<file path="src/rtl/core/lfia_pkg.sv">
// Shared types and constants of the lowest free index allocator.
`timescale 1ns / 1ps
`default_nettype none

package lfia_pkg;

  localparam int unsigned MAX_SLOTS = 256;
  localparam int unsigned IDX_W     = 9;
  localparam int unsigned WORD_W    = 16;
  localparam int unsigned BIT_W     = $clog2(WORD_W);

  typedef logic [IDX_W-1:0]  idx_t;
  typedef logic [WORD_W-1:0] word_t;
  typedef logic [BIT_W-1:0]  bit_t;
  typedef logic [BIT_W:0]    run_t;

  typedef enum logic {
    OP_ALLOC = 1'b0,
    OP_FREE  = 1'b1
  } op_e;

  typedef enum logic [1:0] {
    ST_OK      = 2'd0,
    ST_FULL    = 2'd1,
    ST_BADFREE = 2'd2
  } status_e;

  typedef struct packed {
    op_e  operation;
    idx_t slot_index;
  } req_t;

  typedef struct packed {
    idx_t    granted_index;
    status_e status;
    idx_t    slots_in_use;
  } rsp_t;

  // Result of evaluating one bitmap word
  typedef struct packed {
    logic found;
    bit_t low_bit;
    run_t run;
  } word_res_t;

endpackage

`default_nettype wire

</file>
<file path="src/rtl/core/lfia_stream_if.sv">
// Valid/ready stream interface used for the request and response channels.
`timescale 1ns / 1ps
`default_nettype none

interface lfia_stream_if #(
  parameter type payload_t = logic
) ();
  logic     valid;
  logic     ready;
  payload_t data;

  modport source (output valid, output data, input ready);
  modport sink   (input valid, input data, output ready);
endinterface

`default_nettype wire

</file>
<file path="src/rtl/core/lfia_word_unit.sv">
// Shared bitmap word evaluator: lowest set bit below a limit and run of ones downward.
`timescale 1ns / 1ps
`default_nettype none

module lfia_word_unit (
  input  wire lfia_pkg::word_t word_i,
  input  wire lfia_pkg::bit_t  pos_i,
  input  wire                  whole_i,
  output lfia_pkg::word_res_t  res_o
);

  localparam int unsigned WordW = lfia_pkg::WORD_W;

  lfia_pkg::word_t mask;
  lfia_pkg::word_t masked;
  lfia_pkg::word_t aligned;
  lfia_pkg::bit_t  low_bit;
  lfia_pkg::run_t  run;
  logic            stop;

  // Valid bits are the whole word or those strictly below pos_i.
  assign mask    = whole_i ? '1 : ((lfia_pkg::word_t'(1) << pos_i) - lfia_pkg::word_t'(1));
  assign masked  = word_i & mask;
  // Move bit pos_i to the top so the downward run becomes a leading-ones count.
  assign aligned = word_i << (lfia_pkg::bit_t'(WordW - 1) - pos_i);

  always_comb begin
    low_bit = '0;
    for (int i = WordW - 1; i >= 0; i--) begin
      if (masked[i]) begin
        low_bit = lfia_pkg::bit_t'(i);
      end
    end
  end

  always_comb begin
    run  = '0;
    stop = 1'b0;
    for (int i = WordW - 1; i >= 0; i--) begin
      if (!stop && aligned[i]) begin
        run = run + lfia_pkg::run_t'(1);
      end else begin
        stop = 1'b1;
      end
    end
  end

  assign res_o.found   = |masked;
  assign res_o.low_bit = low_bit;
  assign res_o.run     = run;

endmodule

`default_nettype wire

</file>
<file path="src/rtl/core/lowest_free_index_allocator.sv">
// Top level of the lowest free index allocator with a high-water mark.
//
//  Channel  Dir  Payload                                   Transfer
//  req_i    in   operation, slot_index                     valid & ready
//  rsp_o    out  granted_index, status, slots_in_use       valid & ready
//
// One transaction is in work at a time; req_i.ready is high only while idle.
// Steps: a free of a middle slot passes a free check, a new slot at the mark a
// raise step, a reuse a scan of bitmap words up to the first free bit, a free of
// the top slot a walk down from the lowered mark unless it is zero; a full table
// or a bad free goes straight out. The bitmap memory is read one 16-bit word per cycle.
// Reset clears the mark, the count and the other state but not the bitmap; bits
// at or above the mark are masked off on read, so no clearing pass runs. A
// stalled response holds in the output register; the sequencer waits for it in S_EMIT.
`timescale 1ns / 1ps
`default_nettype none

module lowest_free_index_allocator #(
  parameter int unsigned MaxSlots = lfia_pkg::MAX_SLOTS
) (
  input  wire           clk_i,
  input  wire           rst_ni,
  lfia_stream_if.sink   req_i,
  lfia_stream_if.source rsp_o
);

  localparam int unsigned WordW = lfia_pkg::WORD_W;
  localparam int unsigned BitW  = lfia_pkg::BIT_W;
  localparam int unsigned IdxW  = lfia_pkg::IDX_W;
  localparam int unsigned SlotW = $clog2(MaxSlots + 1);
  localparam int unsigned Words = (MaxSlots + WordW - 1) / WordW;
  localparam int unsigned AddrW = (Words > 1) ? $clog2(Words) : 1;
  localparam int unsigned PosW  = AddrW + BitW;
  localparam int unsigned CmpW  = (SlotW > IdxW) ? SlotW : IdxW;

  typedef enum logic [2:0] {
    S_IDLE,
    S_SCAN,
    S_RAISE,
    S_WALK,
    S_FREECHK,
    S_EMIT
  } state_e;

  state_e                state_q, state_d;
  logic [SlotW-1:0]      hw_q, hw_d;      // high-water mark
  logic [SlotW-1:0]      fc_q, fc_d;      // free slots below the mark
  logic [AddrW-1:0]      ptr_q, ptr_d;    // word being scanned
  logic [PosW-1:0]       pos_q, pos_d;    // bit position under work
  logic [SlotW-1:0]      gnt_q, gnt_d;
  lfia_pkg::status_e     st_q, st_d;
  logic                  out_valid_q, out_valid_d;
  lfia_pkg::rsp_t        out_q, out_d;

  // Free bitmap: bit p set when slot p+1 is free and below the mark
  lfia_pkg::word_t       mem_q [Words];
  lfia_pkg::word_t       rdata_q;
  logic                  rd_en;
  logic [AddrW-1:0]      rd_addr;
  logic                  wr_en;
  logic [AddrW-1:0]      wr_addr;
  lfia_pkg::word_t       wr_data;

  logic [PosW-1:0]       hm1;        // position of the slot at the mark
  logic [AddrW-1:0]      hm1_word;
  lfia_pkg::bit_t        hm1_bit;
  logic [CmpW-1:0]       slot_c;
  logic [CmpW-1:0]       hw_c;
  logic [PosW-1:0]       slot_pos;
  logic [SlotW-1:0]      hw_dec;
  logic [PosW-1:0]       top_pos;    // position of the slot at the lowered mark
  logic [PosW-1:0]       found_pos;
  logic [SlotW-1:0]      run_slots;
  logic [SlotW-1:0]      hw_after;
  logic                  walk_more;

  lfia_pkg::bit_t        u_pos;
  logic                  u_whole;
  lfia_pkg::word_res_t   u_res;

  assign hm1      = PosW'(hw_q - SlotW'(1));
  assign hm1_word = hm1[PosW-1:BitW];
  assign hm1_bit  = hm1[BitW-1:0];
  assign slot_c   = CmpW'(req_i.data.slot_index);
  assign hw_c     = CmpW'(hw_q);
  assign slot_pos = PosW'(req_i.data.slot_index - lfia_pkg::idx_t'(1));
  assign hw_dec   = hw_q - SlotW'(1);
  assign top_pos  = PosW'(hw_dec - SlotW'(1));

  // Scan: full words below the mark word, partial mark word, nothing above.
  // Walk: the run starts at the slot at the current mark.
  assign u_whole = (ptr_q < hm1_word);
  assign u_pos   = ((state_q == S_WALK) || (ptr_q == hm1_word)) ? hm1_bit : '0;

  lfia_word_unit u_word (
    .word_i  (rdata_q),
    .pos_i   (u_pos),
    .whole_i (u_whole),
    .res_o   (u_res)
  );

  assign found_pos = {ptr_q, u_res.low_bit};
  assign run_slots = SlotW'(u_res.run);
  assign hw_after  = hw_q - run_slots;
  assign walk_more = (u_res.run == (lfia_pkg::run_t'(hm1_bit) + lfia_pkg::run_t'(1)))
                     && (hw_after != '0);

  always_comb begin
    state_d     = state_q;
    hw_d        = hw_q;
    fc_d        = fc_q;
    ptr_d       = ptr_q;
    pos_d       = pos_q;
    gnt_d       = gnt_q;
    st_d        = st_q;
    out_d       = out_q;
    out_valid_d = out_valid_q && !rsp_o.ready;
    rd_en       = 1'b0;
    rd_addr     = '0;
    wr_en       = 1'b0;
    wr_addr     = '0;
    wr_data     = rdata_q;

    case (state_q)
      S_IDLE: begin
        if (req_i.valid) begin
          gnt_d = '0;
          st_d  = lfia_pkg::ST_OK;
          if (req_i.data.operation == lfia_pkg::OP_ALLOC) begin
            if (fc_q != '0) begin
              // Reuse: scan from word 0 for the lowest free slot
              rd_en   = 1'b1;
              rd_addr = '0;
              ptr_d   = '0;
              state_d = S_SCAN;
            end else if (hw_c == CmpW'(MaxSlots)) begin
              st_d    = lfia_pkg::ST_FULL;
              state_d = S_EMIT;
            end else begin
              // Raise the mark; its bitmap bit must read as in use
              hw_d    = hw_q + SlotW'(1);
              gnt_d   = hw_q + SlotW'(1);
              pos_d   = PosW'(hw_q);
              rd_en   = 1'b1;
              rd_addr = hm1_word + AddrW'(hm1_bit == lfia_pkg::bit_t'(WordW - 1));
              state_d = S_RAISE;
            end
          end else begin
            if (slot_c == '0 || slot_c > hw_c) begin
              st_d    = lfia_pkg::ST_BADFREE;
              state_d = S_EMIT;
            end else if (slot_c == hw_c) begin
              // Lower the mark, then walk down past trailing free slots
              hw_d = hw_dec;
              if (hw_dec == '0) begin
                state_d = S_EMIT;
              end else begin
                rd_en   = 1'b1;
                rd_addr = top_pos[PosW-1:BitW];
                state_d = S_WALK;
              end
            end else begin
              pos_d   = slot_pos;
              rd_en   = 1'b1;
              rd_addr = slot_pos[PosW-1:BitW];
              state_d = S_FREECHK;
            end
          end
        end
      end

      S_SCAN: begin
        if (u_res.found) begin
          wr_en   = 1'b1;
          wr_addr = ptr_q;
          wr_data = rdata_q & ~(lfia_pkg::word_t'(1) << u_res.low_bit);
          fc_d    = fc_q - SlotW'(1);
          gnt_d   = SlotW'(found_pos) + SlotW'(1);
          state_d = S_EMIT;
        end else begin
          // Advance to the next word
          ptr_d   = ptr_q + AddrW'(1);
          rd_en   = 1'b1;
          rd_addr = ptr_q + AddrW'(1);
        end
      end

      S_RAISE: begin
        wr_en   = 1'b1;
        wr_addr = pos_q[PosW-1:BitW];
        wr_data = rdata_q & ~(lfia_pkg::word_t'(1) << pos_q[BitW-1:0]);
        state_d = S_EMIT;
      end

      S_WALK: begin
        // Trailing free bits stay in memory; the lowered mark masks them.
        hw_d = hw_after;
        fc_d = fc_q - run_slots;
        if (walk_more) begin
          rd_en   = 1'b1;
          rd_addr = hm1_word - AddrW'(1);
        end else begin
          state_d = S_EMIT;
        end
      end

      S_FREECHK: begin
        if (rdata_q[pos_q[BitW-1:0]]) begin
          st_d = lfia_pkg::ST_BADFREE;
        end else begin
          wr_en   = 1'b1;
          wr_addr = pos_q[PosW-1:BitW];
          wr_data = rdata_q | (lfia_pkg::word_t'(1) << pos_q[BitW-1:0]);
          fc_d    = fc_q + SlotW'(1);
        end
        state_d = S_EMIT;
      end

      S_EMIT: begin
        // Hold until the output register is free
        if (!out_valid_q || rsp_o.ready) begin
          out_valid_d         = 1'b1;
          out_d.granted_index = lfia_pkg::idx_t'(gnt_q);
          out_d.status        = st_q;
          out_d.slots_in_use  = lfia_pkg::idx_t'(hw_q - fc_q);
          state_d             = S_IDLE;
        end
      end

      default: begin
        state_d = S_IDLE;
      end
    endcase
  end

  always_ff @(posedge clk_i or negedge rst_ni) begin
    if (!rst_ni) begin
      state_q     <= S_IDLE;
      hw_q        <= '0;
      fc_q        <= '0;
      ptr_q       <= '0;
      pos_q       <= '0;
      gnt_q       <= '0;
      st_q        <= lfia_pkg::ST_OK;
      out_valid_q <= 1'b0;
      out_q       <= '0;
    end else begin
      state_q     <= state_d;
      hw_q        <= hw_d;
      fc_q        <= fc_d;
      ptr_q       <= ptr_d;
      pos_q       <= pos_d;
      gnt_q       <= gnt_d;
      st_q        <= st_d;
      out_valid_q <= out_valid_d;
      out_q       <= out_d;
    end
  end

  // Bitmap memory: one write and one registered read per cycle
  always_ff @(posedge clk_i) begin
    if (wr_en) begin
      mem_q[wr_addr] <= wr_data;
    end
    if (rd_en) begin
      rdata_q <= mem_q[rd_addr];
    end
  end

  assign req_i.ready = (state_q == S_IDLE);
  assign rsp_o.valid = out_valid_q;
  assign rsp_o.data  = out_q;

endmodule

`default_nettype wire

</file>
<file path="src/flat_wrapper.sv">
// flat-port wrapper written by rule: the top's interface ports become plain ports
module lowest_free_index_allocator_flat import lfia_pkg::*;
#(
  parameter int unsigned MaxSlots = lfia_pkg::MAX_SLOTS
)
  (clk_i, rst_ni, req_i_valid, req_i_data, req_i_ready, rsp_o_valid, rsp_o_data, rsp_o_ready);
  lfia_stream_if #(.payload_t(req_t)) req_i_i ();
  lfia_stream_if #(.payload_t(rsp_t)) rsp_o_i ();
  input  wire clk_i;
  input  wire rst_ni;
  input wire logic [$bits(req_i_i.valid)-1:0] req_i_valid;
  input wire logic [$bits(req_i_i.data)-1:0] req_i_data;
  output wire logic [$bits(req_i_i.ready)-1:0] req_i_ready;
  output wire logic [$bits(rsp_o_i.valid)-1:0] rsp_o_valid;
  output wire logic [$bits(rsp_o_i.data)-1:0] rsp_o_data;
  input wire logic [$bits(rsp_o_i.ready)-1:0] rsp_o_ready;
  assign req_i_i.valid = req_i_valid;
  assign req_i_i.data = req_i_data;
  assign req_i_ready = req_i_i.ready;
  assign rsp_o_valid = rsp_o_i.valid;
  assign rsp_o_data = rsp_o_i.data;
  assign rsp_o_i.ready = rsp_o_ready;
  lowest_free_index_allocator #(.MaxSlots(MaxSlots)) u_core (.clk_i(clk_i), .rst_ni(rst_ni), .req_i(req_i_i), .rsp_o(rsp_o_i));
endmodule
</file>
<file path="config.mk">
export PLATFORM = sky130hd
export DESIGN_NAME = lowest_free_index_allocator_flat
export DESIGN_NICKNAME = d
export VERILOG_FILES = /design/src/rtl/core/lfia_pkg.sv /design/src/rtl/core/lfia_stream_if.sv /design/src/rtl/core/lfia_word_unit.sv /design/src/rtl/core/lowest_free_index_allocator.sv /design/src/flat_wrapper.sv
export SDC_FILE = /design/constraint.sdc
export NUM_CORES = 1
export LEC_CHECK = 0
export BUFFER_PORTS_ARGS = -buffer_cell sky130_fd_sc_hd__buf_4
export CORE_UTILIZATION = 65
export CTS_BUF_LIST = sky130_fd_sc_hd__clkbuf_2 sky130_fd_sc_hd__clkbuf_4 sky130_fd_sc_hd__clkbuf_8
export DETAILED_ROUTE_END_ITERATION = 12
export PLACE_DENSITY = 0.89
export SYNTH_ARGS = -nofsm -noshare
export SYNTH_HDL_FRONTEND = slang
export SYNTH_HIERARCHICAL = 1
export SYNTH_SLANG_ARGS = --single-unit
</file>
<file path="constraint.sdc">
create_clock -name clk_i -period 23.3 [get_ports clk_i]
set_input_delay 2.33 -clock clk_i [delete_from_list [all_inputs] [get_ports clk_i]]
set_output_delay 2.33 -clock clk_i [all_outputs]
set_load 0.1 [all_outputs]
</file>
==> results.yml <==
clock_tree:
  cts_buffers: 53
  cts_root_buf: "clkbuf_8"
  cts_num_sinks: 337
  cts_tree: "yes"
  ctsResizeCount: 0
  cts_hold_buf: 0
  post_cts_buffers: 0
  clk_path_buf_depth: 3
  clock_latency_ns: 0.62
  cts_max_level: 2
  clkTransAtPathRegs_ns: 0.06
final_layout:
  fin_util: 0.7139
  drive_above_1_share: 0.1246
  syn_to_final_growth_pct: 8.189
  nNetsFinal: 1975
  final.fill_count: 2047
  finalNonFillerCells: 2324
  antenna_cells: 0
timing:
  setup_viol: 0
  fin_skew_ns: 0.02291
  maxSlewViolCount: 0
  hold_viol_final: 0
  setup-tns-final_ns: 0
  min_period_ns: 16.69
  slew_headroom: 0.1366
  worst_pin_slew_ns: 1.294
  fin_crit_sh: 0.7164
  rsz0062_at_grt: "no"
  worst_slack_ns: 6.609
  max_freq_ghz: 0.05991
setup_path:
  critPathMaxStageDelay_ns: 0.69
  cp.arrival_ns: 17.06
  worstPathRequired_ns: 23.67
  r2r_slack_ns: 6.61
  criticalPathCategory: "reg -> reg"
  cp_max_fo: 68
  critPathLaunchType: "flip-flop"
  cpMostUsedCell: "ha_1"
  worstSetupEndpointType: "flip-flop"
  critical_path.slowest_cell: "buf_4"
floorplan:
  die_h_um: 175.5
  core_um2: 29640
  io_pins: 36
  dieArea_um2: 30780
  rows: 63
  die_w_um: 175.5
  initial_core_util: 0.6598
synthesis:
  yosys_register_bits: 337
  syn_area_um2: 19560
  synth_warnings: 6
  ys_types: 96
  synth.area.top_cells: "edfxtp_1 (42%), dfrtp_1 (8.3%), nand2_1 (5.6%), ha_1 (4.2%), a21oi_1 (3.4%)"
  yosysTopAreaCell: "edfxtp_1"
  yosysSeqAreaShare: 0.5008
  synth_edf_count: 272
  synthCells: 1870
  avgSynthCellArea_um2: 10.46
  synth_ff_type: "edfxtp_1"
  synth_top_area_share: 0.4177
  async_flop_share: 0.1929
  syn_nets: 1953
outcome:
  status: "finished clean"
pwr:
  ir_worst_vdd_mv: 0.1044
  p_per_area_nw_per_um2: 118.5
  power_mw: 2.508
  cellLeakagePower_nw: 7.564
hold_path:
  worstHoldPathType: "reg -> reg"
placement:
  hpwl_mm: 34.14
  preCtsSetupSlack_ns: 7.130
  place.gp.congestion: 0.9753
  dp_cells: 2227
  io_buffers: 35
global_route:
  grt_pass1_vias: 14930
  track_usage: 0.3416
  grt_max_degree: 104
  grt_overflow: 0
  grt_pass1_wl_mm: 81.60
  antenna_found_initial: 0
routing:
  drcViolationCount: 0
  wl_mm: 52.87
  drtIter0Drc: 1940
  routedWlPerCell_um: 22.75
  drtAntennaViolNets: 0
  vias: 15750
  via_per_inst: 6.777
  firstDrtPassIters: 6
job:
  maxCapViolCount: 0
[critical path: cells and delay by family (launching register included)]
kind,cells,cell delay [ns]
XOR/XNOR,2,1.00
AO/OA/AOI/OAI,17,3.64
AND/OR/NAND/NOR,10,1.46
flip-flops,1,0.66
buffers and inverters,8,2.12
multiplexers,13,3.22
adder cells (fa/ha/maj),14,4.25
[synthesized netlist by cell type, drive strengths merged (12+ instances only)]
cell type	number
a211o	20
a211oi	12
a21o	30
a21oi	132
a22oi	17
a311oi	17
a31oi	22
a32o	32
a32oi	23
and2	15
and3	12
buf	57
clkbuf	52
dfrtp	65
edfxtp	272
ha	66
inv	58
mux2	36
mux2i	26
nand2	292
nand2b	12
nand3	26
nand4	14
nor2	134
nor2b	17
nor3	30
nor3b	14
o211ai	16
o21ai	110
o22ai	23
xnor2	51
xor2	22
[area by class of cell]
class / count / area (um^2) / share of cell area
inverter: 60 / 225.2 / 0.01064
timing repair buffer: 76 / 570.5 / 0.02697
clock buffer: 70 / 869.6 / 0.04110
multi-input combinational: 1364 / 9006 / 0.4257
tap: 390 / 488.0 / 0.02306
clock inverter: 27 / 203.9 / 0.009639
sequential: 337 / 9794 / 0.4629
[per-layer routing]
layer	share of wire	vias up	track usage
met5	0	-	0
met4	0.039	0	0.1417
met3	0.098	162	0.05433
met2	0.48	916	0.5643
met1	0.38	7614	0.4513
li1	-	7058	-
[sequential cells by signal, summed over array words and instances, names as in the netlist]
signal              count
u_core/mem_q          256
u_core/ptr_q            4
u_core/rdata_q         16
u_core/st_q             2
u_core/rsp_o.valid      1
u_core/gnt_q            9
u_core/pos_q            8
u_core/fc_q             9
u_core/state_q          3
u_core/hw_c             9
u_core/rsp_o.data      20
[final timing paths]
kind / end / from / depth (start not counted)
max in group asynchronous: u_core/gnt_q[8] / rst_ni / 1
worst min register to register: u_core/rsp_o.data[1] / u_core/rsp_o.data[1] / 2
worst max register to register: u_core/rdata_q[8] / u_core/hw_c[0] / 64
worst max-delay path: u_core/rdata_q[8] / u_core/hw_c[0] / 64
min in group asynchronous: u_core/rsp_o.data[8] / rst_ni / 1
worst min-delay path: u_core/rsp_o.data[1] / u_core/rsp_o.data[1] / 2
[where the power goes]
part	internal (mW)	total [mW]	switching, mW
clock network	0.269	0.510	0.241
logic	0.403	1.13	0.731
registers	0.765	0.864	0.0986
total	1.44	2.51	1.07
[cells in the final DEF, fill, tap and decap left out, drive strengths merged, types with 15 or more instances in the layout]
cell / instances
nand2: 292
edfxtp: 272
nor2: 134
a21oi: 132
o21ai: 110
buf: 76
clkbuf: 70
ha: 66
dfrtp: 65
inv: 61
xnor2: 51
mux2: 36
a32o: 32
a21o: 30
nor3: 30
mux2i: 26
nand3: 26
clkinv: 24
a32oi: 23
o22ai: 23
xor2: 22
a31oi: 22
a211o: 20
a22oi: 17
nor2b: 17
a311oi: 17
o211ai: 16
and2: 15
[cell families (layout without fill, tap and decap cells)]
family,Yosys count,count (layout),share of synthesized area
AND/OR/NAND/NOR,616,616,0.1456
AO/OA/AOI/OAI,529,529,0.1850
flip-flops,337,337,0.5008
buffers and inverters,169,233,0.04056
XOR/XNOR,75,75,0.03538
adder cells (fa/ha/maj),72,72,0.04690
multiplexers,72,72,0.04575
[per-stage QoR]
stage | cell area [um^2] | hold slack (ns)
after floorplan | 19560 | 0.4603
after global placement | 20080 | 0.4631
after detailed placement | 20080 | 0.4762
after CTS | 21160 | 0.4896
after global routing | 21160 | 0.5220
final | 21160 | 0.4842
(Power assumes the default switching activity.)
